[config.mk]
export PLATFORM = sky130hd
export DESIGN_NAME = command_text_sanitizer
export DESIGN_NICKNAME = d
export VERILOG_FILES = /design/src/cts_pkg.sv /design/src/cts_fold.sv /design/src/cts_res_fifo.sv /design/src/command_text_sanitizer.sv
export SDC_FILE = /design/constraint.sdc
export NUM_CORES = 1
export LEC_CHECK = 0
export ABC_CLOCK_PERIOD_IN_PS = 9100
export BUFFER_PORTS_ARGS = -buffer_cell sky130_fd_sc_hd__buf_4
export CAP_MARGIN = 0
export CELL_PAD_IN_SITES_DETAIL_PLACEMENT = 1
export CELL_PAD_IN_SITES_GLOBAL_PLACEMENT = 2
export CORE_MARGIN = 4
export CORE_UTILIZATION = 41
export CTS_BUF_LIST = sky130_fd_sc_hd__clkbuf_8
export CTS_CLUSTER_SIZE = 24
export DETAILED_ROUTE_END_ITERATION = 7
export PLACE_DENSITY = 0.92
export SLEW_MARGIN = 20
export SYNTH_ARGS = -nofsm -noshare
export SYNTH_HDL_FRONTEND = slang
export SYNTH_HIERARCHICAL = 1
export SYNTH_SLANG_ARGS = --single-unit
[constraint.sdc]
create_clock -name clk -period 9.1 [get_ports clk]
set_clock_uncertainty 0.15 [all_clocks]
set_input_delay 0.91 -clock clk [delete_from_list [all_inputs] [get_ports clk]]
set_output_delay 0.91 -clock clk [all_outputs]
set_load 0.005 [all_outputs]
[src/cts_pkg.sv]
// cts_pkg: shared types, constants and byte-folding functions for the
// command text sanitizer. No dependencies.
`timescale 1ns / 1ps

package cts_pkg;

    localparam int BUDGET_W  = 13;
    localparam int MAX_RES   = 5;   // most results one word can cause
    localparam int RES_DEPTH = 8;   // result queue entries
    localparam int RES_PTR_W = $clog2(RES_DEPTH);
    localparam int RES_CNT_W = $clog2(RES_DEPTH + 1);

    localparam logic [BUDGET_W-1:0] BUDGET_RESET = 13'd1024;

    localparam logic [7:0] SEP_BYTE  = 8'h20;
    localparam logic [7:0] DEL_BYTE  = 8'h7f;
    localparam logic [7:0] LEAD2_MSK = 8'hE0;
    localparam logic [7:0] LEAD2_VAL = 8'hC0;
    localparam logic [7:0] LEAD3_MSK = 8'hF0;
    localparam logic [7:0] LEAD3_VAL = 8'hE0;
    localparam logic [7:0] LEAD4_MSK = 8'hF8;
    localparam logic [7:0] LEAD4_VAL = 8'hF0;
    localparam logic [7:0] CONT_MSK  = 8'hC0;
    localparam logic [7:0] CONT_VAL  = 8'h80;

    typedef struct packed {
        logic [7:0] data;
        logic       last;
        logic       empty;
    } cts_res_t;

    // results of one word, in order, towards the result queue
    typedef struct packed {
        cts_res_t [MAX_RES-1:0] res;
        logic [2:0]             n;
    } cts_res_wr_t;

    // per-string folding state
    typedef struct packed {
        logic [2:0][7:0]     held;
        logic [1:0]          cnt;
        logic [1:0]          skip;
        logic                sep;
        logic [BUDGET_W-1:0] flen;
    } cts_hold_t;

    typedef struct packed {
        cts_hold_t  st;
        logic       emit;
        logic [7:0] ebyte;
    } cts_push_t;

    function automatic logic [2:0] cts_want(logic [7:0] b);
        if ((b & LEAD2_MSK) == LEAD2_VAL) return 3'd2;
        if ((b & LEAD3_MSK) == LEAD3_VAL) return 3'd3;
        if ((b & LEAD4_MSK) == LEAD4_VAL) return 3'd4;
        return 3'd1;
    endfunction

    function automatic logic cts_cont(logic [7:0] b);
        return (b & CONT_MSK) == CONT_VAL;
    endfunction

    // append one folded byte; the oldest held byte leaves once three are held
    function automatic cts_push_t cts_push(cts_hold_t s, logic [7:0] b);
        cts_push_t  r;
        logic [2:0] want;
        logic       ok;
        r       = '0;
        r.st    = s;
        r.ebyte = s.held[0];
        want    = cts_want(s.held[0]);
        case (want)
            3'd2:    ok = cts_cont(s.held[1]);
            3'd3:    ok = cts_cont(s.held[1]) & cts_cont(s.held[2]);
            3'd4:    ok = cts_cont(s.held[1]) & cts_cont(s.held[2]) & cts_cont(b);
            default: ok = 1'b0;
        endcase
        if (s.cnt == 2'd3) begin
            if (s.skip != 2'd0) begin
                r.st.skip = s.skip - 2'd1;
            end else if (ok) begin
                r.st.skip = 2'(want - 3'd1);
            end
            r.emit    = 1'b1;
            r.st.held = {b, s.held[2], s.held[1]};
        end else begin
            r.st.held[s.cnt] = b;
            r.st.cnt         = s.cnt + 2'd1;
        end
        r.st.flen = s.flen + 13'd1;
        return r;
    endfunction

    // number of held bytes that survive the end-of-string cut
    function automatic logic [1:0] cts_keep(cts_hold_t s);
        logic [1:0] keep;
        logic [1:0] skip;
        logic       done;
        logic       ok;
        logic [2:0] want;
        keep = s.cnt;
        skip = s.skip;
        done = 1'b0;
        for (int j = 0; j < 3; j++) begin
            ok   = 1'b1;
            want = cts_want(s.held[j]);
            for (int k = 1; k < 3; k++) begin
                if (k > j && k < j + int'(want) && !cts_cont(s.held[k])) begin
                    ok = 1'b0;
                end
            end
            if (!done && j < int'(s.cnt)) begin
                if (skip != 2'd0) begin
                    skip = skip - 2'd1;
                end else if (want != 3'd1) begin
                    if (j + int'(want) > int'(s.cnt)) begin
                        keep = 2'(j);
                        done = 1'b1;
                    end else if (ok) begin
                        skip = 2'(want - 3'd1);
                    end
                end
            end
        end
        return keep;
    endfunction

endpackage

[src/cts_fold.sv]
// cts_fold: input register, budget register and the single-pass fold/flush
// logic. Depends on cts_pkg.
`timescale 1ns / 1ps

module cts_fold (
    input  logic                         clk,
    input  logic                         rst_n,
    input  logic                         byte_budget_we,
    input  logic [cts_pkg::BUDGET_W-1:0] byte_budget,
    input  logic                         in_valid,
    output logic                         in_ready,
    input  logic [7:0]                   raw_byte,
    input  logic                         end_of_string,
    input  logic                         space_ok,
    output cts_pkg::cts_res_wr_t         res_wr
);

    logic                         in_valid_reg, in_valid_next;
    logic [7:0]                   byte_reg;
    logic                         eos_reg;
    logic [cts_pkg::BUDGET_W-1:0] budget_reg;
    cts_pkg::cts_hold_t           state_reg, state_next;

    logic                advance;
    logic                is_sep;
    cts_pkg::cts_push_t  p1, p2;
    logic [1:0]          keep;
    logic [2:0]          n;

    assign advance  = in_valid_reg & space_ok;
    assign in_ready = ~in_valid_reg | space_ok;
    assign is_sep   = (byte_reg <= cts_pkg::SEP_BYTE) || (byte_reg == cts_pkg::DEL_BYTE);

    always_comb
    begin
        in_valid_next = in_valid_reg;
        if (in_valid & in_ready)
        begin
            in_valid_next = 1'b1;
        end
        else if (advance)
        begin
            in_valid_next = 1'b0;
        end
    end

    always_comb
    begin
        state_next = state_reg;
        res_wr     = '0;
        p1         = '0;
        p2         = '0;
        keep       = 2'd0;
        n          = 3'd0;
        if (advance)
        begin
            if (state_reg.flen < budget_reg)
            begin
                if (is_sep)
                begin
                    state_next.sep = (state_reg.flen != '0);
                end
                else if (state_reg.sep)
                begin
                    if ({1'b0, state_reg.flen} + 14'd2 <= {1'b0, budget_reg})
                    begin
                        p1 = cts_pkg::cts_push(state_reg, cts_pkg::SEP_BYTE);
                        if (p1.emit)
                        begin
                            res_wr.res[n] = {p1.ebyte, 1'b0, 1'b0};
                            n = n + 3'd1;
                        end
                        p2 = cts_pkg::cts_push(p1.st, byte_reg);
                        if (p2.emit)
                        begin
                            res_wr.res[n] = {p2.ebyte, 1'b0, 1'b0};
                            n = n + 3'd1;
                        end
                        state_next     = p2.st;
                        state_next.sep = 1'b0;
                    end
                end
                else
                begin
                    p1 = cts_pkg::cts_push(state_reg, byte_reg);
                    if (p1.emit)
                    begin
                        res_wr.res[n] = {p1.ebyte, 1'b0, 1'b0};
                        n = n + 3'd1;
                    end
                    state_next = p1.st;
                end
            end
            if (eos_reg)
            begin
                keep = cts_pkg::cts_keep(state_next);
                if (keep == 2'd0)
                begin
                    res_wr.res[n] = {8'd0, 1'b1, 1'b1};
                    n = n + 3'd1;
                end
                else
                begin
                    for (int j = 0; j < 3; j++)
                    begin
                        if (j < int'(keep))
                        begin
                            res_wr.res[n] = {state_next.held[j], (j + 1 == int'(keep)), 1'b0};
                            n = n + 3'd1;
                        end
                    end
                end
                state_next = '0;
            end
        end
        res_wr.n = n;
    end

    always_ff @(posedge clk or negedge rst_n)
    begin
        if (!rst_n)
        begin
            in_valid_reg <= 1'b0;
            budget_reg   <= cts_pkg::BUDGET_RESET;
            state_reg    <= '0;
        end
        else
        begin
            in_valid_reg <= in_valid_next;
            state_reg    <= state_next;
            if (byte_budget_we)
            begin
                budget_reg <= byte_budget;
            end
        end
    end

    always_ff @(posedge clk)
    begin
        if (in_valid & in_ready)
        begin
            byte_reg <= raw_byte;
            eos_reg  <= end_of_string;
        end
    end

endmodule

[src/cts_res_fifo.sv]
// cts_res_fifo: result queue, takes up to MAX_RES results a cycle and hands
// out one. Depends on cts_pkg.
`timescale 1ns / 1ps

module cts_res_fifo (
    input  logic                 clk,
    input  logic                 rst_n,
    input  cts_pkg::cts_res_wr_t res_wr,
    output logic                 space_ok,
    output logic                 out_valid,
    input  logic                 out_ready,
    output cts_pkg::cts_res_t    head
);

    cts_pkg::cts_res_t                 mem [cts_pkg::RES_DEPTH];
    logic [cts_pkg::RES_PTR_W-1:0]     wr_ptr_reg, wr_ptr_next;
    logic [cts_pkg::RES_PTR_W-1:0]     rd_ptr_reg, rd_ptr_next;
    logic [cts_pkg::RES_CNT_W-1:0]     count_reg, count_next;
    logic                              pop;

    assign out_valid = (count_reg != '0);
    assign head      = mem[rd_ptr_reg];
    assign pop       = out_valid & out_ready;
    // room for a whole word's results before the stage fires
    assign space_ok  = (count_reg <= cts_pkg::RES_CNT_W'(cts_pkg::RES_DEPTH - cts_pkg::MAX_RES));

    always_comb
    begin
        wr_ptr_next = wr_ptr_reg + cts_pkg::RES_PTR_W'(res_wr.n);
        rd_ptr_next = rd_ptr_reg + cts_pkg::RES_PTR_W'(pop);
        count_next  = count_reg + cts_pkg::RES_CNT_W'(res_wr.n)
                      - cts_pkg::RES_CNT_W'(pop);
    end

    always_ff @(posedge clk or negedge rst_n)
    begin
        if (!rst_n)
        begin
            wr_ptr_reg <= '0;
            rd_ptr_reg <= '0;
            count_reg  <= '0;
        end
        else
        begin
            wr_ptr_reg <= wr_ptr_next;
            rd_ptr_reg <= rd_ptr_next;
            count_reg  <= count_next;
        end
    end

    always_ff @(posedge clk)
    begin
        for (int k = 0; k < cts_pkg::MAX_RES; k++)
        begin
            if (k < int'(res_wr.n))
            begin
                mem[wr_ptr_reg + cts_pkg::RES_PTR_W'(k)] <= res_wr.res[k];
            end
        end
    end

endmodule

[src/command_text_sanitizer.sv]
// command_text_sanitizer: top level, joins the fold stage and the result
// queue. Depends on cts_pkg, cts_fold and cts_res_fifo.
//
// Usage
//   Input channel (in_valid/in_ready): one raw command byte a word, with
//   end_of_string high on the final byte of each string.
//   Output channel (out_valid/out_ready): one sanitized byte a word, with
//   last_of_string on the final word of a string; a string that folds to
//   nothing gives one word with string_empty high and clean_byte zero.
//   byte_budget_we/byte_budget write the output budget; write only when idle.
// Path: a word accepted sits in the input register, is folded into the result
//   queue once the queue has room, and shows on the output from the queue head.
// Throughput: one word a cycle while each word yields at most one result;
//   an end-of-string word may yield up to five, drained one a cycle from the
//   eight-entry result queue. The fold stage fires only when the queue has
//   room for five, so it holds while more than three results wait, and
//   in_ready drops once a word is also waiting in the input register.
// Stall: a stalled receiver fills the queue, then the input register, then
//   in_ready goes low; nothing is lost.
// Reset: clears the queue, the input register and all string state, and sets
//   the budget to 1024 bytes.
`timescale 1ns / 1ps

module command_text_sanitizer (
    input  logic                         clk,
    input  logic                         rst_n,
    input  logic                         byte_budget_we,
    input  logic [cts_pkg::BUDGET_W-1:0] byte_budget,
    input  logic                         in_valid,
    output logic                         in_ready,
    input  logic [7:0]                   raw_byte,
    input  logic                         end_of_string,
    output logic                         out_valid,
    input  logic                         out_ready,
    output logic [7:0]                   clean_byte,
    output logic                         last_of_string,
    output logic                         string_empty
);

    cts_pkg::cts_res_wr_t res_wr;
    cts_pkg::cts_res_t    head;
    logic                 space_ok;

    cts_fold u_fold (
        .clk            (clk),
        .rst_n          (rst_n),
        .byte_budget_we (byte_budget_we),
        .byte_budget    (byte_budget),
        .in_valid       (in_valid),
        .in_ready       (in_ready),
        .raw_byte       (raw_byte),
        .end_of_string  (end_of_string),
        .space_ok       (space_ok),
        .res_wr         (res_wr)
    );

    cts_res_fifo u_res_fifo (
        .clk       (clk),
        .rst_n     (rst_n),
        .res_wr    (res_wr),
        .space_ok  (space_ok),
        .out_valid (out_valid),
        .out_ready (out_ready),
        .head      (head)
    );

    assign clean_byte     = head.data;
    assign last_of_string = head.last;
    assign string_empty   = head.empty;

    // fold stage only writes when the queue had room
    a_no_overfill: assert property (@(posedge clk) disable iff (!rst_n)
        (res_wr.n != 3'd0) |-> space_ok)
        else $error("results written without queue room");

    // never more results than one word can cause
    a_res_bound: assert property (@(posedge clk) disable iff (!rst_n)
        res_wr.n <= 3'(cts_pkg::MAX_RES))
        else $error("too many results for one word");

    // an empty-string result closes the string and carries no byte
    a_empty_last: assert property (@(posedge clk) disable iff (!rst_n)
        (out_valid && string_empty) |-> (last_of_string && clean_byte == 8'd0))
        else $error("empty result without last mark or with data");

endmodule
# After elaboration in Yosys (flattened, before gate mapping)
# Memories as Yosys holds them, arrays and structs flattened.
# Cells that the tools add are included.
classes:
  eq_ne: 42
  reduce_logical: 27
  order_cmp: 33
  addsub: 28
  muxes: 344
  n_bitwise: 15
ops:
  columns: ["op", "n"]
  rows:
  - ["$mux W50", 17]
  - ["$mux W3", 76]
  - ["$mux W42", 5]
  - ["$bwmux W50", 4]
  - ["$mux W24", 8]
  - ["$mux W1", 157]
  - ["$demux W10 S3", 4]
  - ["$mux W10", 12]
  - ["$mux W2", 49]
  - ["$gt A32 B3 Y1", 2]
  - ["$bwmux W24", 2]
  - ["$and A40 B40 Y40", 1]
  - ["$mux W40", 1]
  - ["$not A40 Y40", 1]
  - ["$demux W8 S2", 2]
  - ["$lt A3 B32 Y1 const A", 1]
  - ["$mux W28", 1]
  - ["$add A13 B1 Y13 const B", 2]
  - ["$eq A5 B5 Y1 const B", 5]
  - ["$and A21 B21 Y21", 1]
  - ["$eq A3 B3 Y1 const B", 7]
  - ["$not A21 Y21", 1]
  - ["$eq A4 B4 Y1 const B", 5]
  - ["$eq A2 B2 Y1 const B", 9]
  - ["other kinds (51)", 116]
word_totals:
  in_bits: 27
  word_cells: 504
  mem_bits_rw: 80
  regBits: 75
  mem_count: 1
memory_table:
  columns: ["name", "depth", "width", "rd", "rd_clocked_by_memory_dff", "write_ports", "line_no", "rtl"]
  rows:
  - ["u_res_fifo.mem", 8, 10, 1, 0, 5, "cts_res_fifo.sv:15", "cts_pkg::cts_res_t mem [cts_pkg::RES_DEPTH];"]

# Logic depth before layout (Yosys ltp)
logic_depth:
  depth_word: 115
  ltp_mapped: 39
  depth_no_buf: 37

# Hierarchy
# Netlist, hierarchy kept.
by_module_without_submodules:
  columns: ["mod", "cells_per_inst", "seq_area_each_um2", "area_per_inst_um2", "n_inst"]
  rows:
  - ["cts_fold", 1073, 1672.9, 7891.3, 1]
  - ["cts_res_fifo", 679, 2652.5, 6924.1, 1]

# Least setup slack after synthesis
# No wires, ideal clock.
synth_timing:
  path_type: "register to register"
  start: "register u_fold/state_reg[2] (netlist bit)"
  end: "memory u_res_fifo/mem[5][0] (netlist bit) (enable)"
  setup_time_ns: 0.349
  stages_incl_launch_ff: 37
  n_path_buf: 3
  path_slack_ns: 0.857
  arrival_ns: 7.745
  cell_sequence: "dfrtp_1 > ha_1 > nand3_1 > or2_2 > nor2_1 > xor2_1 > ha_1 > a21o_1 > a21o_1 > nor4_1 > o21ai_2 > buf_2 > nor3_1 > a2bb2oi_1 > nand2_1 > ha_1 > ha_1 > nor2b_1 > o21ai_0 > nor2b_1 > o31a_1 > a311o_2 > o21ai_2 > buf_2 > o21ai_0 > o22ai_1 > inv_1 > ha_1 > nand2_1 > nor4b_1 > a311oi_1 > a21oi_1 > a21o_1 > a2bb2oi_1 > o221a_2 > buf_2 > nand3_1"
synth_lines:
  columns: ["item", "line_no", "rtl"]
  rows:
  - ["start, declared", "cts_fold.sv:22", "cts_pkg::cts_hold_t state_reg, state_next;"]
  - ["start signal, assigned", "cts_fold.sv:130", "state_reg <= state_next;"]
  - ["end, declared", "cts_res_fifo.sv:15", null]

==> results.yml <==
status:
  status: "complete, no violations"
synthesis:
  synth_edf_count: 89
  synth_area_um2: 14800
  yosys_warnings: 6
  synth_area_leaders: "edfxtp_1 18%, dfrtp_1 11%, mux2i_1 7.4%, a211oi_1 5.5%, ha_1 4.7%"
  synth_top_cell_area_share: 0.180
  synth-seq-cells: 155
  syn-num-nets: 1837
  synth_area_per_cell_um2: 8.46
  synth_common_cells: "162 x nand2_1, 131 x nor2_1, 109 x a211oi_1, 109 x mux2i_1, 98 x clkbuf_1"
  syn_inst: 1752
  synth_top_cell_by_area: "edfxtp_1"
  yosysSeqAreaShare: 0.292
  async_reset_ff_frac: 0.426
  synth_flop_cell: "edfxtp_1"
  synthMostInstantiatedCell: "nand2_1"
  synth_cell_types: 94
timing:
  setup_viol: 0
  finalCriticalPeriod_ns: 8.64
  hold_viol: 0
  relSlewSlack: 0.225
  finalCritPeriodShare: 0.949
  slew_viol_final: 0
  max_freq_mhz: 116
  worst_slew_pin_slew_ns: 1.16
  fin_ws_ns: 0.463
finish:
  largest_reg_flops: 80
  regArea_um2: 4330
  fin_nets: 1813
  syn_to_final_growth_pct: 8.85
  final_cell_area_um2: 16100
  n_fill_cell: 4205
  fin_cells: 2202
  final_layout_size_suffix_gt1_frac: 0.161
  postLayoutCoreUtil: 0.453
  multi_input_area_um2: 9620
  diodes: 0
route:
  vias: 15105
  wl_um: 57200
  drtIter0Drc: 1735
  post-route-drc-count: 0
  wl_per_cell_um: 26.0
  drt_pass1_iterations: 6
  vias_per_cell: 6.86
  ant_nets: 0
clock_tree:
  cts_made_buffers: 17
  htreeDepth: 4
  cts_tree: "done"
  clkLatencyLatePin_ns: 0.51
  cts_buffer_depth: 2
  cts_hold_buffers: 0
  cts-root-buf: "clkbuf_8"
  path_clk_slew_ns: 0.09
  numClockSinks: 155
global_route:
  grt_start_max_net_pins: 67
  grt_pass1_vias: 15148
  grt_usage: 0.286
  grt_pass1_wl_um: 89300
  antenna_found_initial: 0
  overflow: 0
worst_setup_path:
  worstPathMaxFanout: 12
  crit_type: "reg2reg"
  slowest_delay_ns: 0.47
  required_ns: 9.24
  rr_worst_depth: 36
  critPathArrivalTime_ns: 8.78
  r2r_start: "u_fold/state_reg[2]"
  rrSetupSlack_ns: 0.46
  crit_start: "u_fold/state_reg[2]"
  end_kind: "register"
  critPathLaunchType: "register"
  cp_slowest_cell: "dfrtp_2"
  reg2reg_to: "u_res_fifo/mem[5][3]"
  cp_common_cell: "ha_1"
power_and_ir_drop:
  p_leak_nw: 5.99
  peakVddDrop_uv: 227
  p_total_w: 0.00487
  p_per_area_nw_per_um2: 302
hold_path:
  hold_class: "in2async"
place:
  io_buffers: 38
  dp_cells: 2167
  post-dp-hpwl_um: 42000
  pre_cts_ws_ns: 0.187
  place_area_um2: 15600
  place_congestion: 0.935
die:
  start_util: 0.417
  ios: 39
  die_w_um: 198
  coreArea_um2: 35600
  num_rows: 69
  die_area_um2: 39200
  die_h_um: 198
flow_run:
  drv_cap: 0
## area by class of cell
class / count / area share
flip-flops and latches: 155 / 0.269
clock buffers: 17 / 0.0145
multi-input cells: 1363 / 0.596
clock inverters: 15 / 0.0105
inverters: 64 / 0.0149
well taps: 461 / 0.0358
repair buffers: 127 / 0.0594
## layout by cell type, fill, tap and decap left out, types with 10 or more instances in the layout
cell / Yosys / final
mux4_2: 20 / 20
a311oi_1: 11 / 11
o22ai_1: 85 / 85
nor3_1: 55 / 54
o32ai_1: 23 / 23
clkbuf_8: 0 / 17
nand2b_1: 33 / 33
nand4_1: 18 / 18
a211oi_2: 4 / 10
o211ai_1: 16 / 16
xnor2_1: 18 / 18
a211oi_1: 109 / 103
o2111ai_1: 12 / 12
a21oi_1: 85 / 84
buf_4: 11 / 126
and2_1: 16 / 16
nand2_1: 162 / 155
o21ai_0: 96 / 94
xor2_1: 10 / 10
dfrtp_1: 65 / 60
edfxtp_1: 89 / 89
ha_1: 56 / 56
nand3_1: 54 / 52
or2_2: 14 / 14
inv_1: 63 / 63
nor2b_1: 20 / 20
mux2i_1: 109 / 108
nor4_1: 13 / 12
nor2_1: 131 / 130
mux2_2: 18 / 18
## metrics by stage
step	setup TNS, ns	hold slack [ns]
floorplan	0	0.314
global placement	0	0.333
detailed placement	0	0.369
CTS	0	0.386
global route	-0.436	0.394
finish	0	0.382
## how the worst max path moves through the flow
stage | end | slack, ns | depth (start not counted)
after detailed placement | u_res_fifo/mem[5][4] | 0.19 | 34
after CTS | u_res_fifo/mem[5][2] | 0.10 | 34
after global routing | u_res_fifo/mem[5][3] | -0.08 | 36
after global placement | u_res_fifo/mem[3][3] | 0.61 | 34
after floorplan | u_res_fifo/mem[5][0] | 0.86 | 36
final | u_res_fifo/mem[5][3] | 0.46 | 36
## what timing repair did
item	in CTS	in global routing
resized for setup	0	34
setup buffers	0	3
setup endpoints to repair	0	164
## kinds of logic after synthesis
logic type	after synthesis	synth area share
simple gates	572	0.191
compound gates	555	0.262
buf+inv	234	0.0679
flops	155	0.292
mux	148	0.119
fa+ha+maj	58	0.0500
xor+xnor	29	0.0177
other cells	1	0.000253
## where the power goes
group	internal (W)	switching, W	total (W)
combinational	0.00111	0.00199	0.00311
sequential	0.000933	0.000262	0.00120
clock	0.000270	0.000296	0.000565
total	0.00232	0.00255	0.00487
## worst max-delay path: cells and delay by family, from the launching register on
| family | cells | cell delay, ns |
|---|---|---|
| AOI/OAI and AO/OA | 14 | 3.25 |
| muxes | 1 | 0.12 |
| xor gates and xnor gates | 1 | 0.16 |
| and+or+nand+nor | 11 | 2.09 |
| DFF | 1 | 0.47 |
| adders and majority gates | 5 | 1.48 |
| buffers and inverters | 4 | 0.69 |
## per-layer routing
metal,part of all wire,GRT usage,up-vias
met1,0.42,0.392,7583
li1,-,-,6597
met5,0,0,-
met4,0.029,0.0995,0
met2,0.47,0.459,789
met3,0.079,0.0475,136
Note: power is estimated with default switching activity, not from simulation.
